===== config.mk =====
export PLATFORM = sky130hd
export DESIGN_NAME = aihf_div
export DESIGN_NICKNAME = d
export VERILOG_FILES = /design/src/hw/rtl/aihf_pkg.sv /design/src/hw/rtl/aihf_div.sv
export VERILOG_INCLUDE_DIRS = /design/src /design/src/hw/rtl
export SDC_FILE = /design/constraint.sdc
export NUM_CORES = 1
export LEC_CHECK = 0
export ABC_AREA = 1
export BUFFER_PORTS_ARGS = -buffer_cell sky130_fd_sc_hd__buf_2
export CAP_MARGIN = 10
export CORE_AREA = 8 8 158 160
export DETAILED_ROUTE_END_ITERATION = 8
export DIE_AREA = 0 0 166 168
export SLEW_MARGIN = 20
export SYNTH_ARGS = -nofsm -noshare
export SYNTH_HDL_FRONTEND = slang
export SYNTH_SLANG_ARGS = --single-unit

===== constraint.sdc =====
create_clock -name clk_i -period 2.6 [get_ports clk_i]
set_input_delay 0.78 -clock clk_i [delete_from_list [all_inputs] [get_ports clk_i]]
set_output_delay 0.78 -clock clk_i [all_outputs]
set_load 0.03 [all_outputs]

===== src/hw/rtl/adaptive_idw_hole_fill_defines.svh =====
// Assertion macros shared by the hole-fill RTL.
`ifndef ADAPTIVE_IDW_HOLE_FILL_DEFINES_SVH
`define ADAPTIVE_IDW_HOLE_FILL_DEFINES_SVH

// Same-cycle implication, checked on every rising edge outside reset.
`define AIHF_ASSERT_IMP(label, clk, rstn, ante, cons, msg) \
  label: assert property (@(posedge clk) disable iff (!rstn) (ante) |-> (cons)) \
    else $error(msg);

// Next-cycle implication, checked on every rising edge outside reset.
`define AIHF_ASSERT_NXT(label, clk, rstn, ante, cons, msg) \
  label: assert property (@(posedge clk) disable iff (!rstn) (ante) |=> (cons)) \
    else $error(msg);

`endif


===== src/hw/rtl/aihf_pkg.sv =====
// Shared types, constants and functions of the hole-fill block.
package aihf_pkg;

  localparam int unsigned DEPTH_W = 16;
  localparam int unsigned REQ_W   = 2;

  localparam int unsigned DEF_MAX_ROWS   = 512;
  localparam int unsigned DEF_MAX_COLS   = 1024;
  localparam int unsigned DEF_MAX_WINDOW = 15;

  // Configuration register widths and reset values.
  localparam int unsigned ROWS_REG_W  = 10;
  localparam int unsigned COLS_REG_W  = 11;
  localparam int unsigned LIMIT_REG_W = 4;
  localparam int unsigned WIN_REG_W   = 4;

  localparam logic [ROWS_REG_W-1:0]  ROWS_RST  = 10'd512;
  localparam logic [COLS_REG_W-1:0]  COLS_RST  = 11'd720;
  localparam logic [LIMIT_REG_W-1:0] LIMIT_RST = 4'd1;
  localparam logic [WIN_REG_W-1:0]   LWIN_RST  = 4'd15;
  localparam logic [WIN_REG_W-1:0]   SWIN_RST  = 4'd3;

  // Register port geometry.
  localparam int unsigned CFG_ADDR_W = 5;
  localparam int unsigned CFG_DATA_W = 32;
  localparam int unsigned CFG_IDX_W  = 3;

  localparam logic [CFG_IDX_W-1:0] REG_IMAGE_ROWS   = 3'd0;
  localparam logic [CFG_IDX_W-1:0] REG_IMAGE_COLS   = 3'd1;
  localparam logic [CFG_IDX_W-1:0] REG_SPARSE_LIMIT = 3'd2;
  localparam logic [CFG_IDX_W-1:0] REG_LARGE_WINDOW = 3'd3;
  localparam logic [CFG_IDX_W-1:0] REG_SMALL_WINDOW = 3'd4;

  typedef enum logic [REQ_W-1:0] {
    REQ_LOAD = 2'd0,
    REQ_FILL = 2'd1,
    REQ_READ = 2'd2,
    REQ_NONE = 2'd3
  } req_e;

  localparam logic KIND_FILL_DONE = 1'b0;
  localparam logic KIND_READ_DATA = 1'b1;

  // Q0.16 inverse distance for squared distance s: the largest w with
  // (2w-1)^2 * s <= 2^34, saturated to 16 bits. Evaluated at elaboration.
  function automatic logic [DEPTH_W-1:0] weight_of(input int unsigned s);
    longint unsigned lo;
    longint unsigned hi;
    longint unsigned mid;
    longint unsigned t;
    lo = 1;
    hi = 65536;
    if (s == 0) begin
      return '0;
    end
    while (lo < hi) begin
      mid = (lo + hi + 1) >> 1;
      t   = 2 * mid - 1;
      if (t * t * longint'(s) <= (64'd1 << 34)) lo = mid;
      else hi = mid - 1;
    end
    if (lo > 65535) lo = 65535;
    return lo[DEPTH_W-1:0];
  endfunction

endpackage


===== src/hw/rtl/aihf_div.sv =====
// Restoring divider, one quotient bit per cycle, for the weighted mean.
`include "adaptive_idw_hole_fill_defines.svh"

module aihf_div
  import aihf_pkg::*;
#(
  parameter int unsigned DVD_W = 41,
  parameter int unsigned DSR_W = 25
) (
  input  logic               clk_i,
  input  logic               rst_ni,
  input  logic               start_i,
  input  logic [DVD_W-1:0]   dividend_i,
  input  logic [DSR_W-1:0]   divisor_i,
  output logic               done_o,
  output logic [DEPTH_W-1:0] quot_o
);

  localparam int unsigned CNT_W = $clog2(DEPTH_W);

  logic               busy_q;
  logic               done_q;
  logic [CNT_W-1:0]   cnt_q;
  logic [DVD_W-1:0]   rem_q;
  logic [DVD_W-1:0]   dvs_q;
  logic [DSR_W-1:0]   dsr_q;
  logic [DEPTH_W-1:0] quot_q;
  logic               ge;

  // The quotient is known to fit in DEPTH_W bits, so the divisor starts
  // shifted up by DEPTH_W-1 and walks down one bit each cycle.
  assign ge = (rem_q >= dvs_q);

  always_ff @(posedge clk_i or negedge rst_ni) begin
    if (!rst_ni) begin
      busy_q <= 1'b0;
      done_q <= 1'b0;
      cnt_q  <= '0;
      rem_q  <= '0;
      dvs_q  <= '0;
      dsr_q  <= '0;
      quot_q <= '0;
    end else begin
      done_q <= !start_i && busy_q && (cnt_q == '0);
      if (start_i) begin
        busy_q <= 1'b1;
        cnt_q  <= CNT_W'(DEPTH_W - 1);
        rem_q  <= dividend_i;
        dvs_q  <= DVD_W'(divisor_i) << (DEPTH_W - 1);
        dsr_q  <= divisor_i;
        quot_q <= '0;
      end else if (busy_q) begin
        if (ge) begin
          rem_q <= rem_q - dvs_q;
        end
        quot_q <= {quot_q[DEPTH_W-2:0], ge};
        dvs_q  <= dvs_q >> 1;
        if (cnt_q == '0) begin
          busy_q <= 1'b0;
        end else begin
          cnt_q <= cnt_q - CNT_W'(1);
        end
      end
    end
  end

  assign done_o = done_q;
  assign quot_o = quot_q;

  `AIHF_ASSERT_IMP(a_div_no_restart, clk_i, rst_ni, start_i, !busy_q, "divider restarted while busy")
  `AIHF_ASSERT_NXT(a_div_starts, clk_i, rst_ni, start_i, busy_q, "divider did not start")
  `AIHF_ASSERT_IMP(a_div_rem_small, clk_i, rst_ni, done_q, rem_q < DVD_W'(dsr_q), "remainder not below divisor")

endmodule

==> flow_summary.html, run 1 <==
<table>
<tr><th>Metric</th><th>Value</th></tr>
<tr><th colspan="2">Clock tree</th></tr>
<tr><td>CTS Hold Bufs</td><td>0</td></tr>
<tr><td>Worst-skew pair later-pin latency</td><td>between 0.3 and 0.4 ns</td></tr>
<tr><td>Clock Root Buffer</td><td>sky130_fd_sc_hd__clkbuf_16</td></tr>
<tr><td># Post-CTS Setup Buffers</td><td>0</td></tr>
<tr><td>Register clock-pin slew on the reported worst setup and hold paths</td><td>0.08 ns</td></tr>
<tr><td>Max Buffers Root-to-Sink</td><td>2</td></tr>
<tr><td>TritonCTS sink count</td><td>~100</td></tr>
<tr><td># H-tree levels</td><td>3</td></tr>
<tr><td>Cts bufs inserted</td><td>9</td></tr>
<tr><td>Clock tree from TritonCTS</td><td>done</td></tr>
<tr><th colspan="2">Synth</th></tr>
<tr><td>Most frequently used flop master after synthesis</td><td>sky130_fd_sc_hd__dfrtp_1</td></tr>
<tr><td>Syn_nets</td><td>between 1,000 and 1,500</td></tr>
<tr><td>Mapped Cells</td><td>1,237</td></tr>
<tr><td>Area share of the largest cell type after synthesis</td><td>around a third</td></tr>
<tr><td>Distinct cells, synth</td><td>30</td></tr>
<tr><td>Syn Std Cell Area</td><td>about 7700 um^2</td></tr>
<tr><td>Number of flops mapped to enable cells by yosys</td><td>0</td></tr>
<tr><td>Synthesis Warnings</td><td>0</td></tr>
<tr><td>Dominant cells by area after synthesis</td><td>sky130_fd_sc_hd__dfrtp_1 33%, sky130_fd_sc_hd__nand2_1 23%, sky130_fd_sc_hd__inv_1 9.6%</td></tr>
<tr><td>Library cell occupying the most area in the post-synthesis netlist</td><td>sky130_fd_sc_hd__dfrtp_1</td></tr>
<tr><td>Flops &amp; latches, synth</td><td>between 100 and 150</td></tr>
<tr><td>Mean Syn Cell Area</td><td>around 6.3 um^2</td></tr>
<tr><td>Synth async-reset ratio</td><td>100%</td></tr>
<tr><td>Fraction of the yosys area taken by sequential cells</td><td>between 30% and 40%</td></tr>
<tr><th colspan="2">Layout</th></tr>
<tr><td>Seq. cell area</td><td>roughly 2600 um^2</td></tr>
<tr><td>Share of final-layout standard cells stronger than drive strength 1</td><td>roughly 12%</td></tr>
<tr><td>Count of antenna diodes in the layout</td><td>0</td></tr>
<tr><td>Multi-input gate area in the final layout</td><td>between 4000 and 5000 um^2</td></tr>
<tr><td>Number of inserted filler cells in the final layout</td><td>around 2,500</td></tr>
<tr><td>Layout-stage area growth over the synthesis result</td><td>15.2%</td></tr>
<tr><td>NumNets Final</td><td>between 1,000 and 1,500</td></tr>
<tr><th colspan="2">Timing</th></tr>
<tr><td>Count of pins over their slew limit</td><td>0</td></tr>
<tr><td>Fin Setup TNS</td><td>0 ns</td></tr>
<tr><td>Post-layout min period</td><td>2.41 ns</td></tr>
<tr><td>Final-report setup violation count</td><td>0</td></tr>
<tr><td>Slew @ Worst Pin</td><td>roughly 0.68 ns</td></tr>
<tr><td>Final clock skew</td><td>roughly 0.011 ns</td></tr>
<tr><td>RSZ-0062 raised after global routing</td><td>no</td></tr>
<tr><td>Final hold violations</td><td>0</td></tr>
<tr><td>Crit path setup slack, layout</td><td>approximately 0.19 ns</td></tr>
<tr><td>Fmax</td><td>around 410 MHz</td></tr>
<tr><td>Max_slew headroom</td><td>between 50% and 60%</td></tr>
<tr><td>Final period util</td><td>just over 90%</td></tr>
<tr><th colspan="2">Detailed routing</th></tr>
<tr><td>Number of vias per cell</td><td>around 4.9</td></tr>
<tr><td>Drt drc</td><td>0</td></tr>
<tr><td>Wire per inst</td><td>15.4 um</td></tr>
<tr><td>Final routed wirelength across all metal layers</td><td>24.9 mm</td></tr>
<tr><td>Iteration-0 DRC Markers</td><td>around 600</td></tr>
<tr><td>Number of iterations in the first detailed-routing pass</td><td>5</td></tr>
<tr><td>Routed Antenna Nets</td><td>0</td></tr>
<tr><td>Via count</td><td>approximately 8,000</td></tr>
<tr><th colspan="2">Job</th></tr>
<tr><td>Max-cap violations</td><td>0</td></tr>
<tr><th colspan="2">Floorplan</th></tr>
<tr><td>IO Pins</td><td>86</td></tr>
<tr><td>Die Footprint</td><td>~28,000 um^2</td></tr>
<tr><td>Core Box Area</td><td>between 20,000 and 25,000 um^2</td></tr>
<tr><td>Placement Rows</td><td>55</td></tr>
<tr><td>Initial standard-cell utilization of the core</td><td>about 35%</td></tr>
<tr><td>Overall die height</td><td>168 um</td></tr>
<tr><td>Horizontal extent of the die</td><td>between 150 and 200 um</td></tr>
<tr><th colspan="2">Critical path</th></tr>
<tr><td>Endpoint arrival time on the critical path</td><td>2.67 ns</td></tr>
<tr><td>CP Launch Type</td><td>flip-flop</td></tr>
<tr><td>Critical path start-end classification</td><td>flip-flop to flip-flop</td></tr>
<tr><td>Data required time of the worst path</td><td>2.85 ns</td></tr>
<tr><td>Largest fanout on the critical path</td><td>17</td></tr>
<tr><td>Crit. End Element</td><td>flip-flop</td></tr>
<tr><th colspan="2">Place</th></tr>
<tr><td>DP Wirelength</td><td>around 20 mm</td></tr>
<tr><td>Number of I/O port buffers</td><td>85</td></tr>
<tr><td>Placement Setup Slack</td><td>approximately 0.23 ns</td></tr>
<tr><td>Final GP Congestion</td><td>around 0.95</td></tr>
<tr><th colspan="2">Outcome</th></tr>
<tr><td>Result of the run</td><td>completed</td></tr>
<tr><th colspan="2">Power</th></tr>
<tr><td>Worst ir drop on vdd</td><td>~0.00038 V</td></tr>
<tr><td>Leakage</td><td>around 5.0 nW</td></tr>
<tr><td>Power per Cell Area</td><td>approximately 1000 nW/um^2</td></tr>
<tr><th colspan="2">Min path</th></tr>
<tr><td>Hold/Removal Path Class</td><td>input pin to async pin</td></tr>
<tr><th colspan="2">Global routing</th></tr>
<tr><td>Grt ovf</td><td>0</td></tr>
<tr><td>Tot GR Track Use</td><td>18.2%</td></tr>
<tr><td>Global-route wire length before repair</td><td>41.0 mm</td></tr>
<tr><td>Maximum number of pins on one net before global-route repair</td><td>52</td></tr>
<tr><td>Number of global-route vias before repair</td><td>between 7,000 and 8,000</td></tr>
<tr><td>Number of antenna violations at the first check in global routing</td><td>0</td></tr>
</table>
repair_timing:
action	in CTS	in global routing
hold endpoints to repair	0	0
endpoints found under the setup margin	0	3
gates resized for setup	0	3
cells in the mapped netlist (2+ instances only):
cell / n
sky130_fd_sc_hd__buf_1: 3
sky130_fd_sc_hd__o22ai_1: 28
sky130_fd_sc_hd__or2_2: 15
sky130_fd_sc_hd__nand3_1: 79
sky130_fd_sc_hd__o21bai_1: 2
sky130_fd_sc_hd__dfrtp_1: 103
sky130_fd_sc_hd__ha_1: 41
sky130_fd_sc_hd__nand4_1: 2
sky130_fd_sc_hd__nand2_1: 477
sky130_fd_sc_hd__nand3b_1: 4
sky130_fd_sc_hd__and2_1: 2
sky130_fd_sc_hd__buf_6: 5
sky130_fd_sc_hd__nor2_2: 6
sky130_fd_sc_hd__o21ai_0: 101
sky130_fd_sc_hd__buf_2: 4
sky130_fd_sc_hd__nor3_1: 6
sky130_fd_sc_hd__nand3_2: 4
sky130_fd_sc_hd__nand2_2: 4
sky130_fd_sc_hd__nor2_1: 89
sky130_fd_sc_hd__inv_1: 198
sky130_fd_sc_hd__a21oi_1: 36
sky130_fd_sc_hd__clkbuf_1: 20
metal layers:
metal	up-vias	global-route usage, %	part of all wire, %
met5	-	0	0
met4	0	6.64	2.2
met3	33	2.85	4.9
met2	199	28.6	43
met1	3598	25.0	50
li1	4033	-	-
final cells by class:
type	count	share of cell area (%)
sequential	103	28.9
clock inverter	6	0.589
tap	285	3.99
clock buffer	10	2.68
multi-input combinational	903	47.8
inverter	199	8.37
timing repair buffer	112	7.67
critical path: stages, from the launching register on:
cell and delay, ns:
sky130_fd_sc_hd__dfrtp_1 0.39, sky130_fd_sc_hd__ha_1 0.37, sky130_fd_sc_hd__a21oi_1 0.23, sky130_fd_sc_hd__o21ai_0 0.19
sky130_fd_sc_hd__a21oi_1 0.19, sky130_fd_sc_hd__nand2_1 0.08, sky130_fd_sc_hd__nor2_1 0.23, sky130_fd_sc_hd__nand2_1 0.15
sky130_fd_sc_hd__nand2_2 0.11, sky130_fd_sc_hd__nand2_4 0.07, sky130_fd_sc_hd__buf_12 0.15, sky130_fd_sc_hd__nand2_1 0.06
sky130_fd_sc_hd__o21ai_0 0.07
cell families (layout without fill, tap and decap cells):
kind of cell / count (synthesis) / in the layout / share of synthesized area [%]
compound gates: 170 / 170 / 11.6
simple gates: 689 / 689 / 36.3
xor+xnor: 2 / 2 / 0.226
buf+inv: 231 / 327 / 11.7
flops: 103 / 103 / 33.3
fa+ha+maj: 42 / 42 / 6.88
worst paths after layout:
| path | from | endpoint | slack [ns] | cells after the start |
|---|---|---|---|---|
| setup / recovery | rem_q[36] | rem_q[1] | 0.19 | 12 |
| hold / removal | rst_ni | dvs_q[29] | 0.35 | 1 |
| setup reg to reg | rem_q[36] | rem_q[1] | 0.19 | 12 |
| hold reg to reg | quot_o[15] | quot_o[15] | 0.49 | 2 |
| max in group asynchronous | rst_ni | dvs_q[36] | 1.65 | 2 |
| min in group clk_i | quot_o[15] | quot_o[15] | 0.49 | 2 |
layout by cell type, fill, tap and decap left out, types with 5 or more instances in the layout:
cell type	instances
sky130_fd_sc_hd__nand2_1	476
sky130_fd_sc_hd__inv_1	197
sky130_fd_sc_hd__dfrtp_1	103
sky130_fd_sc_hd__o21ai_0	101
sky130_fd_sc_hd__nor2_1	89
sky130_fd_sc_hd__buf_2	84
sky130_fd_sc_hd__nand3_1	78
sky130_fd_sc_hd__ha_1	41
sky130_fd_sc_hd__a21oi_1	36
sky130_fd_sc_hd__o22ai_1	28
sky130_fd_sc_hd__buf_4	23
sky130_fd_sc_hd__or2_2	15
sky130_fd_sc_hd__clkbuf_16	9
sky130_fd_sc_hd__nor3_1	6
sky130_fd_sc_hd__nor2_2	6
sky130_fd_sc_hd__nand2_2	5
sky130_fd_sc_hd__nand3_2	5
registers in the layout, indices dropped and copies added (netlist names):
name	cells
busy_q	1
cnt_q	4
done_o	1
dvs_q	40
quot_o	16
rem_q	41
power breakdown:
group | switching (mW) | total (mW) | internal, mW
logic | 3.63 | 5.51 | 1.88
clock network | 0.685 | 1.38 | 0.691
registers | 0.218 | 2.21 | 1.99
per-stage QoR:
stage	instances	hold WS [ns]	utilization, %	cell area, um^2	power, mW
2_1_floorplan	1237	0.451	-	7750	6.13
3_3_place_gp	1602	0.470	38.6	8620	7.63
3_5_place_dp	1602	0.473	38.6	8620	7.67
4_1_cts	1618	0.358	39.9	8910	9.08
5_1_grt	1618	0.377	39.9	8930	10.1
6_report	1618	0.348	39.9	8930	9.09
Power figures use the tool's default switching activity.
==> run 2, diff against run 1 <==
CORE_AREA = 8 8 147 149   (was 8 8 158 160)
DIE_AREA = 0 0 155 157   (was 0 0 166 168)
==> flow_summary.html, run 2 (same netlist as run 1, synthesis figures left out) <==
<table>
<tr><th>Metric</th><th>Value</th></tr>
<tr><th colspan="2">Critical path</th></tr>
<tr><td>Standard cell with the maximum stage delay on the critical path</td><td>sky130_fd_sc_hd__ha_1</td></tr>
<tr><td>Critical path start-end classification</td><td>flip-flop to flip-flop</td></tr>
<tr><td>Cell depth of the worst flop-to-flop path</td><td>13 (+1)</td></tr>
<tr><td>Critical path's largest stage delay</td><td>0.36 ns (-0.03 ns)</td></tr>
<tr><td>Most common cell type on the critical path</td><td>sky130_fd_sc_hd__nand2_1</td></tr>
<tr><td>Crit. End Element</td><td>flip-flop</td></tr>
<tr><td>Endpoint arrival time on the critical path</td><td>2.61 ns (-0.06 ns)</td></tr>
<tr><td>CP Launch Type</td><td>flip-flop</td></tr>
<tr><td>List of cells traversed by the critical path</td><td>inv_1 &gt; ha_1 &gt; nand2_1 &gt; nor2_1 &gt; nand2_1 &gt; nor2_1 &gt; nand2_1 &gt; nand3_1 &gt; nand2_1 &gt; nand3_1 &gt; nand3_1 &gt; nand3_1 &gt; nand2_1</td></tr>
<tr><td>Data required time of the worst path</td><td>2.86 ns (about the same)</td></tr>
<tr><td>Worst R2R Setup Slack</td><td>0.25 ns (+0.06 ns)</td></tr>
<tr><td>Largest fanout on the critical path</td><td>5 (-12)</td></tr>
<tr><th colspan="2">Timing</th></tr>
<tr><td>Fmax</td><td>425 MHz (+2.5%)</td></tr>
<tr><td>Final hold violations</td><td>0 (unchanged)</td></tr>
<tr><td>Count of pins over their slew limit</td><td>0 (unchanged)</td></tr>
<tr><td>Final period util</td><td>90.4% (-2.3 points)</td></tr>
<tr><td>Slew @ Worst Pin</td><td>0.569 ns (-0.113 ns)</td></tr>
<tr><td>Max_slew headroom</td><td>61.7% (+7.2 points)</td></tr>
<tr><td>Fin Setup TNS</td><td>0 ns (unchanged)</td></tr>
<tr><td>Final-report setup violation count</td><td>0 (unchanged)</td></tr>
<tr><td>Post-layout min period</td><td>2.35 ns (-0.0599 ns)</td></tr>
<tr><td>Final clock skew</td><td>0.0124 ns (+0.00167 ns)</td></tr>
<tr><td>RSZ-0062 raised after global routing</td><td>no</td></tr>
<tr><th colspan="2">Floorplan</th></tr>
<tr><td>Core Box Area</td><td>19,200 um^2 (-14%)</td></tr>
<tr><td>Overall die height</td><td>157 um (-6.5%)</td></tr>
<tr><td>Initial standard-cell utilization of the core</td><td>40.3% (+5.7 points)</td></tr>
<tr><td>Placement Rows</td><td>51 (-7.3%)</td></tr>
<tr><td>Horizontal extent of the die</td><td>155 um (-6.6%)</td></tr>
<tr><td>Die Footprint</td><td>24,300 um^2 (-13%)</td></tr>
<tr><td>IO Pins</td><td>86 (unchanged)</td></tr>
<tr><th colspan="2">Power</th></tr>
<tr><td>Leakage</td><td>5.00 nW (-0.35%)</td></tr>
<tr><td>Power per Cell Area</td><td>1020 nW/um^2 (-0.13%)</td></tr>
<tr><td>Worst ir drop on vdd</td><td>0.000399 V (+5.1%)</td></tr>
<tr><th colspan="2">Layout</th></tr>
<tr><td>Biggest register</td><td>rem_q</td></tr>
<tr><td>Post-layout utilization of the core</td><td>46.3% (+6.3 points)</td></tr>
<tr><td>Commonest cells after routing, fill and taps aside</td><td>476 x sky130_fd_sc_hd__nand2_1, 197 x sky130_fd_sc_hd__inv_1, 103 x sky130_fd_sc_hd__dfrtp_1, 101 x sky130_fd_sc_hd__o21ai_0, 88 x sky130_fd_sc_hd__nor2_1</td></tr>
<tr><td>Count of antenna diodes in the layout</td><td>0 (unchanged)</td></tr>
<tr><td>Most common library cell in the layout ignoring fill and taps</td><td>sky130_fd_sc_hd__nand2_1</td></tr>
<tr><td>Flip-flop count of the largest register after layout</td><td>41 (unchanged)</td></tr>
<tr><td>Layout-stage area growth over the synthesis result</td><td>14.7%</td></tr>
<tr><td>NumNets Final</td><td>1,433 (-0.42%)</td></tr>
<tr><td>Share of final-layout standard cells stronger than drive strength 1</td><td>11.8% (-0.40 points)</td></tr>
<tr><th colspan="2">Clock tree</th></tr>
<tr><td># H-tree levels</td><td>3 (unchanged)</td></tr>
<tr><td>Worst-skew pair later-pin latency</td><td>0.37 ns (about the same)</td></tr>
<tr><td>Register clock-pin slew on the reported worst setup and hold paths</td><td>0.08 ns (about the same)</td></tr>
<tr><td>Max Buffers Root-to-Sink</td><td>2 (unchanged)</td></tr>
<tr><td>Clock tree from TritonCTS</td><td>done</td></tr>
<tr><td>Cts bufs inserted</td><td>9 (unchanged)</td></tr>
<tr><td>Clock Root Buffer</td><td>sky130_fd_sc_hd__clkbuf_16</td></tr>
<tr><td># Post-CTS Setup Buffers</td><td>0 (unchanged)</td></tr>
<tr><td>TritonCTS sink count</td><td>103 (unchanged)</td></tr>
<tr><th colspan="2">Detailed routing</th></tr>
<tr><td>Number of iterations in the first detailed-routing pass</td><td>5 (unchanged)</td></tr>
<tr><td>Routed Antenna Nets</td><td>0 (unchanged)</td></tr>
<tr><td>Iteration-0 DRC Markers</td><td>477 (-18%)</td></tr>
<tr><td>Final routed wirelength across all metal layers</td><td>24.1 mm (-2.9%)</td></tr>
<tr><td>Drt drc</td><td>0 (unchanged)</td></tr>
<tr><td>Via count</td><td>7,820 (-0.55%)</td></tr>
<tr><td>Wire per inst</td><td>15.2 um (-1.3%)</td></tr>
<tr><td>Number of vias per cell</td><td>4.91 (+1.1%)</td></tr>
<tr><th colspan="2">Global routing</th></tr>
<tr><td>Tot GR Track Use</td><td>20.2% (+1.9 points)</td></tr>
<tr><td>Global-route wire length before repair</td><td>38.9 mm (-5.1%)</td></tr>
<tr><td>Number of global-route vias before repair</td><td>7,547 (-4.7%)</td></tr>
<tr><td>Maximum number of pins on one net before global-route repair</td><td>45 (-13%)</td></tr>
<tr><td>Grt ovf</td><td>0 (unchanged)</td></tr>
<tr><td>Number of antenna violations at the first check in global routing</td><td>1 (+1)</td></tr>
<tr><th colspan="2">Place</th></tr>
<tr><td>Final GP Congestion</td><td>0.989 (+4.4%)</td></tr>
<tr><td>DP Wirelength</td><td>18.8 mm (-3.8%)</td></tr>
<tr><td>Number of I/O port buffers</td><td>85 (unchanged)</td></tr>
<tr><th colspan="2">Job</th></tr>
<tr><td>Max-cap violations</td><td>0 (unchanged)</td></tr>
<tr><th colspan="2">Outcome</th></tr>
<tr><td>Result of the run</td><td>completed</td></tr>
<tr><th colspan="2">Min path</th></tr>
<tr><td>Hold/Removal Path Class</td><td>input pin to async pin</td></tr>
</table>
==> run 2: layout make-up <==
type / count / area [um^2]
tap: 265 / 332
clock inverter: 6 / 62.6
fill: 2029 / 10300
sequential: 103 / 2580
clock buffer: 10 / 239
multi-input combinational: 903 / 4270
timing repair buffer: 106 / 661
inverter: 199 / 747
==> run 2: worst paths after layout <==
kind,to,startpoint
hold reg to reg,rem_q[26],rem_q[26]
hold / removal,dvs_q[5],rst_ni
min in group clk_i,rem_q[26],rem_q[26]
setup reg to reg,rem_q[38],dvs_q[19]
setup / recovery,rem_q[38],dvs_q[19]
max in group asynchronous,rem_q[31],rst_ni
==> run 2: critical path: cells and delay by family (launching register included) <==
kind / cells / cell delay [ns]
and+or+nand+nor: 11 / 1.49
adders and majority gates: 1 / 0.36
DFF: 1 / 0.32
buffers and inverters: 1 / 0.07
==> run 2: stage by stage <==
step | power [mW] | hold slack, ns | area, um^2 | setup WS (ns) | instances
after detailed placement | 7.58 | 0.473 | 8580 | 0.250 | 1576
after global placement | 7.53 | 0.466 | 8580 | 0.246 | 1576
after floorplan | 6.13 | 0.451 | 7750 | 0.654 | 1237
after CTS | 9.02 | 0.289 | 8880 | 0.221 | 1592
after global routing | 9.92 | 0.306 | 8880 | 0.0272 | 1592
final | 9.04 | 0.283 | 8880 | 0.249 | 1592
==> run 2: timing repair <==
item	in CTS	in global routing
resized for setup	0	2
setup endpoints to repair	0	8
hold buffers	0	0
==> run 2: layer usage <==
metal  wire (um)  vias to the layer above  track usage [%]  share of wire, %
met4         226                        2             4.62              0.94
met1       11800                     3586             28.0                49
li1            -                     4022                -                 -
met3        1410                       18             3.43               5.8
met5           8                        -                0             0.033
met2       10700                      192             32.2                44
==> run 2: power by group <==
| group | internal, mW | switching (mW) |
|---|---|---|
| registers | 1.99 | 0.226 |
| clock network | 0.703 | 0.705 |
| logic | 1.85 | 3.56 |
==> run 3, diff against run 2 <==
CELL_PAD_IN_SITES_DETAIL_PLACEMENT = 1   (was unset)
CELL_PAD_IN_SITES_GLOBAL_PLACEMENT = 1   (was unset)
CTS_CLUSTER_SIZE = 8   (was unset)
PLACE_DENSITY_LB_ADDON = 0.1   (was unset)
==> flow_summary.html, run 3 (same netlist as run 1, synthesis figures left out) <==
<table>
<tr><th>Metric</th><th>Value</th></tr>
<tr><th colspan="2">Floorplan</th></tr>
<tr><td>Core Box Area</td><td>19,200 um^2 (unchanged)</td></tr>
<tr><td>Placement Rows</td><td>51 (unchanged)</td></tr>
<tr><td>Die Footprint</td><td>24,300 um^2 (unchanged)</td></tr>
<tr><td>Overall die height</td><td>157 um (unchanged)</td></tr>
<tr><td>IO Pins</td><td>86 (unchanged)</td></tr>
<tr><td>Horizontal extent of the die</td><td>155 um (unchanged)</td></tr>
<tr><td>Initial standard-cell utilization of the core</td><td>40.3% (unchanged)</td></tr>
<tr><th colspan="2">Detailed routing</th></tr>
<tr><td>Routed Antenna Nets</td><td>0 (unchanged)</td></tr>
<tr><td>Wire per inst</td><td>16.9 um (+12%)</td></tr>
<tr><td>Final routed wirelength across all metal layers</td><td>26.9 mm (+11%)</td></tr>
<tr><td>Number of iterations in the first detailed-routing pass</td><td>5 (unchanged)</td></tr>
<tr><td>Via count</td><td>8,036 (+2.8%)</td></tr>
<tr><td>Iteration-0 DRC Markers</td><td>335 (-30%)</td></tr>
<tr><td>Drt drc</td><td>0 (unchanged)</td></tr>
<tr><td>Number of vias per cell</td><td>5.05 (+2.8%)</td></tr>
<tr><th colspan="2">Layout</th></tr>
<tr><td>NumNets Final</td><td>1,432 (-0.070%)</td></tr>
<tr><td>Count of antenna diodes in the layout</td><td>0 (unchanged)</td></tr>
<tr><td>Number of inserted filler cells in the final layout</td><td>2,610 (+29%)</td></tr>
<tr><td>Commonest cells after routing, fill and taps aside</td><td>475 x sky130_fd_sc_hd__nand2_1, 197 x sky130_fd_sc_hd__inv_1, 103 x sky130_fd_sc_hd__dfrtp_1, 101 x sky130_fd_sc_hd__o21ai_0, 89 x sky130_fd_sc_hd__nor2_1</td></tr>
<tr><td>Cell area after layout</td><td>8910 um^2 (+0.31%)</td></tr>
<tr><td>Seq. cell area</td><td>2580 um^2 (unchanged)</td></tr>
<tr><td>Share of final-layout standard cells stronger than drive strength 1</td><td>11.8% (+0.084 points)</td></tr>
<tr><td>Most common library cell in the layout ignoring fill and taps</td><td>sky130_fd_sc_hd__nand2_1</td></tr>
<tr><td>Biggest register</td><td>rem_q</td></tr>
<tr><td>Multi-input gate area in the final layout</td><td>4280 um^2 (+0.23%)</td></tr>
<tr><td>Layout-stage area growth over the synthesis result</td><td>15.0%</td></tr>
<tr><td>Flip-flop count of the largest register after layout</td><td>41 (unchanged)</td></tr>
<tr><th colspan="2">Place</th></tr>
<tr><td>Dpl cell area</td><td>8570 um^2 (about the same)</td></tr>
<tr><td>Placement Setup Slack</td><td>0.155 ns (-0.0949 ns)</td></tr>
<tr><td>Final GP Congestion</td><td>0.939 (-5.1%)</td></tr>
<tr><td>DP Wirelength</td><td>20.9 mm (+11%)</td></tr>
<tr><td>Number of I/O port buffers</td><td>85 (unchanged)</td></tr>
<tr><th colspan="2">Critical path</th></tr>
<tr><td>Endpoint arrival time on the critical path</td><td>2.77 ns (+0.16 ns)</td></tr>
<tr><td>Cell depth of the worst flop-to-flop path</td><td>13 (unchanged)</td></tr>
<tr><td>Largest fanout on the critical path</td><td>5 (unchanged)</td></tr>
<tr><td>Critical path start-end classification</td><td>flip-flop to flip-flop</td></tr>
<tr><td>CP Launch Type</td><td>flip-flop</td></tr>
<tr><td>Data required time of the worst path</td><td>2.86 ns (about the same)</td></tr>
<tr><td>Crit. End Element</td><td>flip-flop</td></tr>
<tr><th colspan="2">Timing</th></tr>
<tr><td>Final period util</td><td>96.5% (+6.0 points)</td></tr>
<tr><td>Crit path setup slack, layout</td><td>0.0922 ns (-0.156 ns)</td></tr>
<tr><td>Fmax</td><td>399 MHz (-6.2%)</td></tr>
<tr><td>Max_slew headroom</td><td>60.1% (-1.6 points)</td></tr>
<tr><td>Post-layout min period</td><td>2.51 ns (+0.156 ns)</td></tr>
<tr><td>Fin Setup TNS</td><td>0 ns (unchanged)</td></tr>
<tr><td>RSZ-0062 raised after global routing</td><td>no</td></tr>
<tr><td>Final clock skew</td><td>0.0167 ns (+0.00426 ns)</td></tr>
<tr><td>Slew @ Worst Pin</td><td>0.598 ns (+0.0290 ns)</td></tr>
<tr><td>Count of pins over their slew limit</td><td>0 (unchanged)</td></tr>
<tr><td>Final hold violations</td><td>0 (unchanged)</td></tr>
<tr><td>Final-report setup violation count</td><td>0 (unchanged)</td></tr>
<tr><th colspan="2">Clock tree</th></tr>
<tr><td>TritonCTS sink count</td><td>103 (unchanged)</td></tr>
<tr><td>Clock Root Buffer</td><td>sky130_fd_sc_hd__clkbuf_16</td></tr>
<tr><td>Clock tree from TritonCTS</td><td>done</td></tr>
<tr><td>Max Buffers Root-to-Sink</td><td>2 (unchanged)</td></tr>
<tr><td>Cts bufs inserted</td><td>9 (unchanged)</td></tr>
<tr><td># H-tree levels</td><td>3 (unchanged)</td></tr>
<tr><td>Worst-skew pair later-pin latency</td><td>0.38 ns (about the same)</td></tr>
<tr><td>Register clock-pin slew on the reported worst setup and hold paths</td><td>0.09 ns (about the same)</td></tr>
<tr><th colspan="2">Power</th></tr>
<tr><td>Total power of the final layout</td><td>9.45 mW (+4.5%)</td></tr>
<tr><td>Leakage</td><td>5.01 nW (+0.25%)</td></tr>
<tr><td>Power per Cell Area</td><td>1060 nW/um^2 (+4.2%)</td></tr>
<tr><td>Worst ir drop on vdd</td><td>0.000419 V (+4.9%)</td></tr>
<tr><th colspan="2">Global routing</th></tr>
<tr><td>Tot GR Track Use</td><td>22.7% (+2.6 points)</td></tr>
<tr><td>Grt ovf</td><td>0 (unchanged)</td></tr>
<tr><td>Global-route wire length before repair</td><td>44.3 mm (+14%)</td></tr>
<tr><td>Number of antenna violations at the first check in global routing</td><td>0 (-1)</td></tr>
<tr><td>Number of global-route vias before repair</td><td>8,603 (+14%)</td></tr>
<tr><td>Maximum number of pins on one net before global-route repair</td><td>104 (+130%)</td></tr>
<tr><th colspan="2">Min path</th></tr>
<tr><td>Hold/Removal Path Class</td><td>input pin to async pin</td></tr>
<tr><th colspan="2">Outcome</th></tr>
<tr><td>Result of the run</td><td>completed</td></tr>
<tr><th colspan="2">Job</th></tr>
<tr><td>Max-cap violations</td><td>0 (unchanged)</td></tr>
</table>
## run 3: where the power goes
group	internal (mW)	total, mW	leakage (nW)	switching (mW)
sequential	1.99	2.24	1.26	0.246
combinational	1.89	5.68	3.59	3.79
clock	0.719	1.53	0.157	0.807
## run 3: stage by stage
stage                     instances  util [%]  hold slack (ns)
after global routing           1591      46.4            0.522
final                          1591      46.4            0.456
after detailed placement       1575      44.6            0.479
after CTS                      1591      46.3            0.499
after global placement         1575      44.6            0.469
after floorplan                1237         -            0.451
## run 3: area by class of cell
cell class / count / area share [%]
Inverter: 199 / 8.38
Tap cell: 265 / 3.72
Multi-Input combinational cell: 903 / 48.0
Timing Repair Buffer: 105 / 7.33
Clock buffer: 9 / 2.53
Sequential cell: 103 / 28.9
Clock inverter: 7 / 1.14
## run 3: critical path: stages, from the launching register on
cell                      delay (ns)
sky130_fd_sc_hd__dfrtp_1        0.38
sky130_fd_sc_hd__inv_1          0.18
sky130_fd_sc_hd__ha_1           0.34
sky130_fd_sc_hd__nand2_1        0.14
sky130_fd_sc_hd__inv_1          0.08
sky130_fd_sc_hd__nand2_1        0.07
sky130_fd_sc_hd__nand2_1        0.06
sky130_fd_sc_hd__a21oi_1        0.25
sky130_fd_sc_hd__nand3_1        0.31
sky130_fd_sc_hd__or2_2          0.36
sky130_fd_sc_hd__nand3_1        0.07
sky130_fd_sc_hd__nand2_1        0.06
sky130_fd_sc_hd__nand2_1        0.07
sky130_fd_sc_hd__nand2_1        0.05
## run 3: path summary, 6_finish.rpt
kind	slack, ns	startpoint	to
setup / recovery	0.09	dvs_q[15]	rem_q[21]
hold / removal	0.46	rst_ni	quot_o[11]
setup reg to reg	0.09	dvs_q[15]	rem_q[21]
hold reg to reg	0.50	cnt_q[0]	cnt_q[0]
max in group asynchronous	1.66	rst_ni	rem_q[31]
min in group clk_i	0.50	cnt_q[0]	cnt_q[0]
## run 3: timing repair
item	in CTS	in global routing
endpoints found under the setup margin	0	10
hold buffers	0	0
setup buffers	0	0
hold endpoints to repair	0	0
gates resized for setup	0	4
## run 3: routing by layer
metal | up-vias | part of all wire, % | global-route usage, %
met5 | - | 0 | 0
met4 | 0 | 1.6 | 6.25
met3 | 30 | 3.2 | 2.47
met2 | 137 | 46 | 37.7
met1 | 3856 | 50 | 30.9
li1 | 4013 | - | -
